$ cat config.mk
export PLATFORM = sky130hd
export DESIGN_NAME = tea_key_regs_flat
export DESIGN_NICKNAME = d
export VERILOG_FILES = /design/src/rtl/tea_pkg.sv /design/src/rtl/tea_cfg_if.sv /design/src/rtl/tea_key_regs.sv /design/src/flat_wrapper.sv
export SDC_FILE = /design/constraint.sdc
export NUM_CORES = 1
export LEC_CHECK = 0
export ABC_CLOCK_PERIOD_IN_PS = 4200
export BUFFER_PORTS_ARGS = -buffer_cell sky130_fd_sc_hd__buf_2
export CAP_MARGIN = 10
export CORE_MARGIN = 2
export CORE_UTILIZATION = 50
export CTS_CLUSTER_DIAMETER = 80
export DETAILED_ROUTE_END_ITERATION = 10
export GPL_TIMING_DRIVEN = 0
export PLACE_DENSITY_LB_ADDON = 0.25
export SKIP_CTS_REPAIR_TIMING = 1
export SYNTH_ARGS = -nofsm -noshare
export SYNTH_HDL_FRONTEND = slang
export SYNTH_SLANG_ARGS = --single-unit
$ cat constraint.sdc
create_clock -name clk -period 4.2 [get_ports clk]
set_clock_uncertainty 0.1 [all_clocks]
set_input_delay 0.63 -clock clk [delete_from_list [all_inputs] [get_ports clk]]
set_output_delay 0.63 -clock clk [all_outputs]
set_load 0.01 [all_outputs]
$ cat src/rtl/tea_pkg.sv
// tea_pkg: shared types, constants and the half-round mixing function
// for the tea block cipher pipeline
// depends on: nothing
package tea_pkg;

  localparam int WORD_W   = 32;
  localparam int ROUNDS   = 32;
  localparam int STAGES   = 2 * ROUNDS;
  localparam int NUM_KEYS = 4;
  localparam int CFG_IDX_W = 8;

  localparam logic [WORD_W-1:0] DELTA = 32'h9E37_79B9;

  typedef logic [WORD_W-1:0] word_t;

  // operation codes
  typedef enum logic {
    OP_ENCRYPT = 1'b0,
    OP_DECRYPT = 1'b1
  } op_t;

  // configuration register indexes
  localparam logic [CFG_IDX_W-1:0] REG_KEY_WORD0 = 8'd0;
  localparam logic [CFG_IDX_W-1:0] REG_KEY_WORD1 = 8'd1;
  localparam logic [CFG_IDX_W-1:0] REG_KEY_WORD2 = 8'd2;
  localparam logic [CFG_IDX_W-1:0] REG_KEY_WORD3 = 8'd3;

  typedef struct packed {
    word_t k0;
    word_t k1;
    word_t k2;
    word_t k3;
  } key_set_t;

  // one tea half update term, all modulo 2^32
  function automatic word_t mix_half(input word_t h, input word_t sum,
                                     input word_t ka, input word_t kb);
    mix_half = ((h << 4) + ka) ^ (h + sum) ^ ((h >> 5) + kb);
  endfunction

endpackage

$ cat src/rtl/tea_cfg_if.sv
// tea_cfg_if: configuration write channel, register index plus data
// depends on: tea_pkg
interface tea_cfg_if;
  import tea_pkg::*;

  logic                 valid;
  logic                 ready;
  logic [CFG_IDX_W-1:0] reg_index;
  word_t                wr_data;

  modport source (output valid, output reg_index, output wr_data, input ready);
  modport sink   (input valid, input reg_index, input wr_data, output ready);
endinterface

$ cat src/rtl/tea_key_regs.sv
// tea_key_regs: the four 32-bit key words written over the config channel
// depends on: tea_pkg, tea_cfg_if
module tea_key_regs (
  input  logic              clk,
  input  logic              rst_n,
  tea_cfg_if.sink           cfg,
  output tea_pkg::key_set_t keys
);
  import tea_pkg::*;

  key_set_t keys_r;
  key_set_t keys_nxt;

  // writes are always accepted, ready is tied high
  assign cfg.ready = 1'b1;

  // decode index, unknown indexes are dropped
  always_comb begin
    keys_nxt = keys_r;
    if (cfg.valid) begin
      case (cfg.reg_index)
        REG_KEY_WORD0: keys_nxt.k0 = cfg.wr_data;
        REG_KEY_WORD1: keys_nxt.k1 = cfg.wr_data;
        REG_KEY_WORD2: keys_nxt.k2 = cfg.wr_data;
        REG_KEY_WORD3: keys_nxt.k3 = cfg.wr_data;
        default:       keys_nxt = keys_r;
      endcase
    end
  end

  always_ff @(posedge clk) begin
    if (!rst_n) begin
      keys_r <= '0;
    end else begin
      keys_r <= keys_nxt;
    end
  end

  assign keys = keys_r;
endmodule

$ cat src/flat_wrapper.sv
// flat-port wrapper written by rule: the top's interface ports become plain ports
module tea_key_regs_flat import tea_pkg::*;
  (clk, rst_n, keys, cfg_valid, cfg_reg_index, cfg_wr_data, cfg_ready);
  tea_cfg_if cfg_i ();
  input  logic clk;
  input  logic rst_n;
  output tea_pkg::key_set_t keys;
  input wire logic [$bits(cfg_i.valid)-1:0] cfg_valid;
  input wire logic [$bits(cfg_i.reg_index)-1:0] cfg_reg_index;
  input wire logic [$bits(cfg_i.wr_data)-1:0] cfg_wr_data;
  output wire logic [$bits(cfg_i.ready)-1:0] cfg_ready;
  assign cfg_i.valid = cfg_valid;
  assign cfg_i.reg_index = cfg_reg_index;
  assign cfg_i.wr_data = cfg_wr_data;
  assign cfg_ready = cfg_i.ready;
  tea_key_regs u_core (.clk(clk), .rst_n(rst_n), .cfg(cfg_i), .keys(keys));
endmodule
==> impl_metrics.env <==
export IMPL_holdWs_ns=0.3433
export IMPL_worst_setup_path_end_kind="flop"
export IMPL_clk_latency_ns=0.50
export IMPL_crit_type="in -> reg"
export IMPL_max_cap_violations=0
export IMPL_core_area_sq_um=9196
export IMPL_fin_ws_ns=2.458
export IMPL_vdd_drop_max_mv=0.3886
export IMPL_rsz0062_at_grt="false"
export IMPL_io_pins=172
export IMPL_grt_max_degree=17
export IMPL_fin_crit_ns=1.742
export IMPL_synth_top_area_share=0.5441
export IMPL_cts_sinks=128
export IMPL_hold_viol=0
export IMPL_path_cells="clkbuf_1 -> clkbuf_1 -> clkbuf_1 -> nand2_1 -> mux2i_1"
export IMPL_worst_slew_margin_rel=0.6363
export IMPL_drt_first_pass_iters=4
export IMPL_fin_crit_sh=0.4148
export IMPL_mostFrequentLayoutCells="buf_2 (175), nand2_1 (160), mux2i_1 (128), dfxtp_1 (128), clkbuf_1 (17)"
export IMPL_max_freq_mhz=574.0
export IMPL_clock_root_buffer="clkbuf_8"
export IMPL_yosysWarnings=0
export IMPL_die_h_um=101.1
export IMPL_ys_types=16
export IMPL_largest_reg_flops=128
export IMPL_drt_initial_drc_count=83
export IMPL_clockBufferDepth=2
export IMPL_grt_usage=0.2411
export IMPL_status="finished, final reports clean"
export IMPL_io_buffer_count=169
export IMPL_syn_mean_instance_area_sq_um=10.33
export IMPL_cts_tree="yes"
export IMPL_grt_pass1_wl_mm=18.73
export IMPL_startpoint_type="primary input"
export IMPL_final_cells=768
export IMPL_slowest_delay_ns=0.47
export IMPL_crit_required_ns=4.52
export IMPL_synth_area_top_cells="dfxtp_1 (54%), mux2i_1 (27%), nand2_1 (13%), buf_6 (1.4%), clkbuf_1 (1.4%)"
export IMPL_drc=0
export IMPL_drive_gt1_frac=0.3333
export IMPL_ys_seq_area_frac=0.5441
export IMPL_fp_dieW_um=101.1
export IMPL_overflow=0
export IMPL_hp_class="in -> reg"
export IMPL_via_per_inst=5.021
export IMPL_slowest_stage="clkbuf_1"
export IMPL_grt_pass1_vias=3719
export IMPL_ys_ff_latch=128
export IMPL_dp_cells=736
export IMPL_gp_congestion=0.7963
export IMPL_routed_wirelength_mm=12.36
export IMPL_setup_violations=0
export IMPL_cts_htree_levels=4
export IMPL_cpMostUsedCell="clkbuf_1"
export IMPL_worst_pin_slew_ns=0.5456
export IMPL_syn_area_sq_um=4710
export IMPL_final_common_cell="buf_2"
export IMPL_drv_slew=0
export IMPL_cts_made_buffers=17
export IMPL_dp_hpwl_mm=8.818
export IMPL_p_leak_nw=3.504
export IMPL_crit_arrival_ns=2.06
export IMPL_vias=3856
export IMPL_power_density_nw_per_um2=446.3
export IMPL_antenna_found_initial=0
export IMPL_die_area_sq_um=10210
export IMPL_synthCells=456
export IMPL_total_power_mw=2.817
export IMPL_synth_fp_nets=499
export IMPL_start_util=0.5121
export IMPL_row_count=35
export IMPL_setup_tns_ns=0
export IMPL_fin_nets=687
export IMPL_dpl_worst_slack_ns=1.935
export IMPL_wl_per_cell_um=16.09
export IMPL_syn_to_final_growth_pct=34.01
export IMPL_synth_top_cell_by_area="dfxtp_1"
export IMPL_cts_clk_slew_worst_paths_ns=0.06
export IMPL_detail_route_antenna_nets=0
export IMPL_n_antenna_cell=0
export IMPL_crit_fanout=10
## logic make-up after synthesis
group,count (synthesis),synth area share
buffers and inverters,32,0.03825
flip-flops,128,0.5441
multiplexers,128,0.2721
other,1,0.0007963
AND/OR/NAND/NOR,167,0.1448
## per-stage QoR
step	area, sq um	utilization
floorplan	4710	-
global placement	5694	0.6192
detailed placement	5694	0.6192
CTS	6311	0.6863
global route	6311	0.6863
finish	6311	0.6863
## synthesized netlist by cell type
library cell	instances
nand2_1	160
dfxtp_1	128
mux2i_1	128
clkbuf_1	17
buf_2	6
buf_6	6
buf_4	2
and3b_1	1
buf_1	1
conb_1	1
nand3_2	1
nand4_2	1
nand4b_2	1
nor3_1	1
nor4_1	1
nor4b_4	1
## final cells by class
| cell class | count | area (sq um) |
|---|---|---|
| fill | 755 | 2885 |
| sequential | 128 | 2562 |
| multi-input combinational | 296 | 1967 |
| timing repair buffer | 169 | 845.8 |
| clock buffer | 19 | 441.7 |
| buffer | 32 | 180.2 |
| clock inverter | 13 | 175.2 |
| tap | 111 | 138.9 |
## critical path, delay by kind of cell
family                 cells  cell delay, ns
buffers and inverters      3            1.13
multiplexers               1            0.18
AND/OR/NAND/NOR            1            0.12
## power by group
part,switching [mW],leakage (nW),internal (mW)
clock,0.564,0.296,0.948
sequential,0.000772,1.03,1.22
combinational,0.0604,2.18,0.0277
## worst paths after layout
| path | slack, ns | end | start | cells after the start |
|---|---|---|---|---|
| setup / recovery | 2.46 | u_core.keys[78] | rst_n | 5 |
| setup reg to reg | 3.44 | u_core.keys[78] | u_core.keys[78] | 2 |
| hold / removal | 0.34 | u_core.keys[25] | cfg_wr_data[25] | 3 |
| hold reg to reg | 0.36 | u_core.keys[24] | u_core.keys[24] | 2 |
## metal layers
metal / vias up / wire (um) / global-route usage
li1: 1885 / - / -
met1: 1834 / 5469 / 0.2954
met2: 125 / 6000 / 0.3984
met3: 12 / 733 / 0.07906
met4: 0 / 156 / 0.08316
met5: - / 0 / 0
Power figures use the tool's default switching activity.
