$ cat src/rtl/tea_pkg.sv
// tea_pkg: shared types, constants and the half-round mixing function
// for the tea block cipher pipeline
// depends on: nothing
package tea_pkg;

  localparam int WORD_W   = 32;
  localparam int ROUNDS   = 32;
  localparam int STAGES   = 2 * ROUNDS;
  localparam int NUM_KEYS = 4;
  localparam int CFG_IDX_W = 8;

  localparam logic [WORD_W-1:0] DELTA = 32'h9E37_79B9;

  typedef logic [WORD_W-1:0] word_t;

  // operation codes
  typedef enum logic {
    OP_ENCRYPT = 1'b0,
    OP_DECRYPT = 1'b1
  } op_t;

  // configuration register indexes
  localparam logic [CFG_IDX_W-1:0] REG_KEY_WORD0 = 8'd0;
  localparam logic [CFG_IDX_W-1:0] REG_KEY_WORD1 = 8'd1;
  localparam logic [CFG_IDX_W-1:0] REG_KEY_WORD2 = 8'd2;
  localparam logic [CFG_IDX_W-1:0] REG_KEY_WORD3 = 8'd3;

  typedef struct packed {
    word_t k0;
    word_t k1;
    word_t k2;
    word_t k3;
  } key_set_t;

  // one tea half update term, all modulo 2^32
  function automatic word_t mix_half(input word_t h, input word_t sum,
                                     input word_t ka, input word_t kb);
    mix_half = ((h << 4) + ka) ^ (h + sum) ^ ((h >> 5) + kb);
  endfunction

endpackage

$ cat src/rtl/tea_out_if.sv
// tea_out_if: result block channel with valid/ready handshake
// depends on: tea_pkg
interface tea_out_if;
  import tea_pkg::*;

  logic  valid;
  logic  ready;
  word_t result_left;
  word_t result_right;

  modport source (output valid, output result_left, output result_right,
                  input ready);
  modport sink   (input valid, input result_left, input result_right,
                  output ready);
endinterface

$ cat src/rtl/tea_out_buf.sv
// tea_out_buf: output register plus one skid entry behind the pipeline
// depends on: tea_pkg, tea_out_if
module tea_out_buf (
  input  logic           clk,
  input  logic           rst_n,
  input  logic           pipe_valid,
  input  tea_pkg::word_t pipe_left,
  input  tea_pkg::word_t pipe_right,
  output logic           pipe_en,
  tea_out_if.source      out
);
  import tea_pkg::*;

  logic  out_valid_r, out_valid_nxt;
  word_t out_left_r, out_right_r;
  logic  skid_valid_r, skid_valid_nxt;
  word_t skid_left_r, skid_right_r;
  logic  take;
  logic  out_load_pipe;
  logic  out_load_skid;
  logic  skid_load;

  // pipeline moves only while the skid entry is free
  assign pipe_en = !skid_valid_r;
  assign take    = out_valid_r && out.ready;

  always_comb begin
    out_valid_nxt  = out_valid_r;
    skid_valid_nxt = skid_valid_r;
    out_load_pipe  = 1'b0;
    out_load_skid  = 1'b0;
    skid_load      = 1'b0;
    if (skid_valid_r) begin
      if (take) begin
        out_load_skid  = 1'b1;
        skid_valid_nxt = 1'b0;
      end
    end else if (pipe_valid) begin
      if (!out_valid_r || take) begin
        out_load_pipe = 1'b1;
        out_valid_nxt = 1'b1;
      end else begin
        skid_load      = 1'b1;
        skid_valid_nxt = 1'b1;
      end
    end else if (take) begin
      out_valid_nxt = 1'b0;
    end
  end

  always_ff @(posedge clk) begin
    if (!rst_n) begin
      out_valid_r  <= 1'b0;
      skid_valid_r <= 1'b0;
    end else begin
      out_valid_r  <= out_valid_nxt;
      skid_valid_r <= skid_valid_nxt;
    end
  end

  // payload registers
  always_ff @(posedge clk) begin
    if (out_load_pipe) begin
      out_left_r  <= pipe_left;
      out_right_r <= pipe_right;
    end else if (out_load_skid) begin
      out_left_r  <= skid_left_r;
      out_right_r <= skid_right_r;
    end
    if (skid_load) begin
      skid_left_r  <= pipe_left;
      skid_right_r <= pipe_right;
    end
  end

  assign out.valid        = out_valid_r;
  assign out.result_left  = out_left_r;
  assign out.result_right = out_right_r;
endmodule

$ cat src/flat_wrapper.sv
// flat-port wrapper written by rule: the top's interface ports become plain ports
module tea_out_buf_flat import tea_pkg::*;
  (clk, rst_n, pipe_valid, pipe_left, pipe_right, pipe_en, out_valid, out_result_left, out_result_right, out_ready);
  tea_out_if out_i ();
  input  logic clk;
  input  logic rst_n;
  input  logic pipe_valid;
  input  tea_pkg::word_t pipe_left;
  input  tea_pkg::word_t pipe_right;
  output logic pipe_en;
  output wire logic [$bits(out_i.valid)-1:0] out_valid;
  output wire logic [$bits(out_i.result_left)-1:0] out_result_left;
  output wire logic [$bits(out_i.result_right)-1:0] out_result_right;
  input wire logic [$bits(out_i.ready)-1:0] out_ready;
  assign out_valid = out_i.valid;
  assign out_result_left = out_i.result_left;
  assign out_result_right = out_i.result_right;
  assign out_i.ready = out_ready;
  tea_out_buf u_core (.clk(clk), .rst_n(rst_n), .pipe_valid(pipe_valid), .pipe_left(pipe_left), .pipe_right(pipe_right), .pipe_en(pipe_en), .out(out_i));
endmodule
$ cat config.mk
export PLATFORM = sky130hd
export DESIGN_NAME = tea_out_buf_flat
export DESIGN_NICKNAME = d
export VERILOG_FILES = /design/src/rtl/tea_pkg.sv /design/src/rtl/tea_out_if.sv /design/src/rtl/tea_out_buf.sv /design/src/flat_wrapper.sv
export SDC_FILE = /design/constraint.sdc
export NUM_CORES = 1
export LEC_CHECK = 0
export CORE_MARGIN = 10
export CORE_UTILIZATION = 35
export DETAILED_ROUTE_END_ITERATION = 10
export DONT_BUFFER_PORTS = 1
export MAX_ROUTING_LAYER = met4
export SYNTH_ARGS = -nofsm -noshare
export SYNTH_HDL_FRONTEND = slang
export SYNTH_SLANG_ARGS = --single-unit
$ cat constraint.sdc
create_clock -name clk -period 6.1 [get_ports clk]
set_input_delay 1.22 -clock clk [delete_from_list [all_inputs] [get_ports clk]]
set_output_delay 1.22 -clock clk [all_outputs]
set_load 0.01 [all_outputs]
==> flow_summary.yaml <==
final_layout:
  area_growth_pct: 16.5
  final_nets: 298
  multiInputGateArea_um2: 1040
  seq_area_um2: 3880
  drive_above_1_share: 0.399
  nFillCells: 1202
  diodes: 0
  fin_cells: 423
detailed_routing:
  dr_total_vias: 1952
  ant_nets: 0
  vias_per_cell: 4.61
  avgRoutedWirePerCell_um: 22.0
  drt_iter0_markers: 111
  drc: 0
  drtPass1Iterations: 4
  drt-total-wl_um: 9320
timing:
  setup_ws_ns: 3.26
  setup_tns_ns: 0
  slew_headroom: 0.370
  period_needed_ns: 2.84
  fin_skew_ns: 0.00485
  hold_violations: 0
  fin_crit_sh: 0.466
  setup_viol: 0
  holdWs_ns: 0.519
  fmax_mhz: 352
  maxSlewViolCount: 0
  tightest_slew_ns: 0.943
  rsz0062_at_grt: "false"
synth:
  yosysUniqueCellTypes: 13
  avgSynthCellArea_um2: 23.3
  syn_nets: 282
  ys.warnings.count: 0
  syn_area_um2: 4980
  synth_cells: 214
  yosysSeqAreaShare: 0.780
  ys_ff_latch: 130
global_routing:
  gr-total-overflow: 0
  antenna_found_initial: 0
  grt_pass1_wl_um: 13700
  grt_max_degree: 39
  grt_pass1_vias: 2154
  grt_usage: 0.0977
floorplanning:
  die_w_um: 139
  ioPinCount: 134
  rows: 43
  die-area_um2: 19400
  fp.dieH_um: 139
  core-area_um2: 13900
  initial_core_util: 0.357
critical_path:
  critPathCaptureType: "register"
  worst_ep_required_time_ns: 6.26
  timing.rr.end: "u_core.out.result_right[25]"
  cp_num_buf_inv: 1
  path_cells: "nand2b_2 > nand3_4 > buf_4 > mux2_2"
  r2r_cells: 4
  cp.arrival_ns: 3.00
  critPathMaxFanout: 38
  r2r_slack_ns: 3.63
  max_stage_delay_ns: 0.64
  crit_type: "in -> reg"
  crit_slowest_cell: "buf_4"
  rr_startpoint: "u_core.skid_valid_r"
  crit_family: "simple AND/OR/NAND/NOR gates"
  cp-start-kind: "input port"
clock_network:
  path_clk_slew_ns: 0.05
  clock_path_buffers: 2
  ctsHtreeMaxLevel: 4
  post_cts_buffers: 0
  root_buffer: "clkbuf_16"
  cts.hold.buffers_added: 0
  cts.sinks: 130
  cts_resized: 0
  numCtsBuffers: 17
  clock_latency_ns: 0.41
  cts_tree: "built"
min_path:
  hold_path_class: "reg -> reg"
  hold_path_end: "u_core.skid_valid_r"
  hold_start: "u_core.skid_valid_r"
  whs_path_depth: 2
run_status:
  status: "finished, final reports clean"
place:
  preCtsSetupSlack_ns: 2.80
  routabilityCongestion: 0.696
  placed_cells: 391
  port_buffers: 0
flow_run:
  cap_violations: 0
power:
  p_leak_nw: 2.10
  power_w: 0.00227
  p_per_area_nw_per_um2: 391
  peakVddDrop_mv: 0.195
[cell families (layout without fill, tap and decap cells)]
logic type,after synthesis,in the layout,synth area share
mux,64,64,0.190
flops,130,130,0.780
simple gates,8,8,0.00980
compound gates,4,4,0.00502
buf+inv,8,37,0.0151
[tightest hold or removal path: cells and delay by family (launching register included)]
| family | cells | cell delay [ns] |
|---|---|---|
| simple gates | 1 | 0.07 |
| compound gates | 1 | 0.05 |
| flops | 1 | 0.36 |
[flip-flops by register name (all words and copies together) (netlist names)]
| name | flops |
|---|---|
| u_core.skid_right_r | 32 |
| u_core.skid_left_r | 32 |
| u_core.out.valid | 1 |
| u_core.out.result_left | 32 |
| u_core.out.result_right | 32 |
| u_core.skid_valid_r | 1 |
[Yosys cell counts]
library cell,n,share of area
edfxtp_1,128,0.77
mux2_4,60,0.18
buf_6,6,0.014
mux2_2,4,0.0090
nand2_1,4,0.0030
a21boi_0,2,0.0030
dfxtp_1,2,0.0080
inv_1,2,0.0015
nor2_1,2,0.0015
a21oi_1,1,0.0010
nand2b_2,1,0.0018
nand3_4,1,0.0035
o21ai_0,1,0.0010
[report_power, final]
group | internal [W] | total, W | leakage [nW] | switching, W
Combinational | 0.0000587 | 0.000110 | 0.587 | 0.0000512
Clock | 0.000717 | 0.00107 | 0.297 | 0.000355
Sequential | 0.00105 | 0.00108 | 1.21 | 0.0000392
[through the flow]
step / cell area (um^2) / util
finish: 5800 / 0.416
global route: 5800 / 0.416
CTS: 5800 / 0.416
detailed placement: 5180 / 0.372
global placement: 5180 / 0.372
floorplan: 4980 / -
[metal layers]
| metal | wire [um] | global-route usage | vias up |
|---|---|---|---|
| li1 | - | - | 879 |
| met1 | 3580 | 0.100 | 968 |
| met2 | 4500 | 0.142 | 93 |
| met3 | 1110 | 0.0616 | 12 |
| met4 | 119 | 0.0511 | 0 |
| met5 | 0 | - | - |
[cell type report]
class	instances	area share
Multi-Input combinational cell	76	0.179
Inverter	2	0.00129
Clock inverter	13	0.0328
Tap cell	180	0.0388
Timing Repair Buffer	3	0.00388
Sequential cell	130	0.670
Clock buffer	19	0.0746
[worst max-delay path by stage]
stage          startpoint                          end  depth (start not counted)
2_1_floorplan   out_ready    u_core.out.result_left[0]                          2
3_3_place_gp    out_ready  u_core.out.result_right[29]                          4
3_5_place_dp    out_ready  u_core.out.result_right[29]                          4
4_1_cts         out_ready  u_core.out.result_right[31]                          4
5_1_grt         out_ready   u_core.out.result_left[31]                          4
6_report        out_ready   u_core.out.result_left[31]                          4
[placed cells by master (no fill, tap or decap)]
| cell type | Yosys | routed |
|---|---|---|
| edfxtp_1 | 128 | 128 |
| mux2_4 | 60 | 60 |
| clkbuf_16 | 0 | 17 |
| bufinv_16 | 0 | 5 |
| mux2_2 | 4 | 4 |
| nand2_1 | 4 | 4 |
| clkinv_1 | 0 | 4 |
| buf_4 | 0 | 3 |
| inv_1 | 2 | 2 |
| clkinv_2 | 0 | 2 |
| clkinvlp_4 | 0 | 2 |
| clkbuf_1 | 0 | 2 |
| dfxtp_1 | 2 | 2 |
| nand2b_2 | 1 | 1 |
| nand3_4 | 1 | 1 |
| a21boi_4 | 0 | 1 |
| nor2_4 | 0 | 1 |
| o21ai_0 | 1 | 1 |
| a21boi_0 | 2 | 1 |
| a21oi_1 | 1 | 1 |
| nor2_1 | 2 | 1 |
Power figures use the tool's default switching activity.
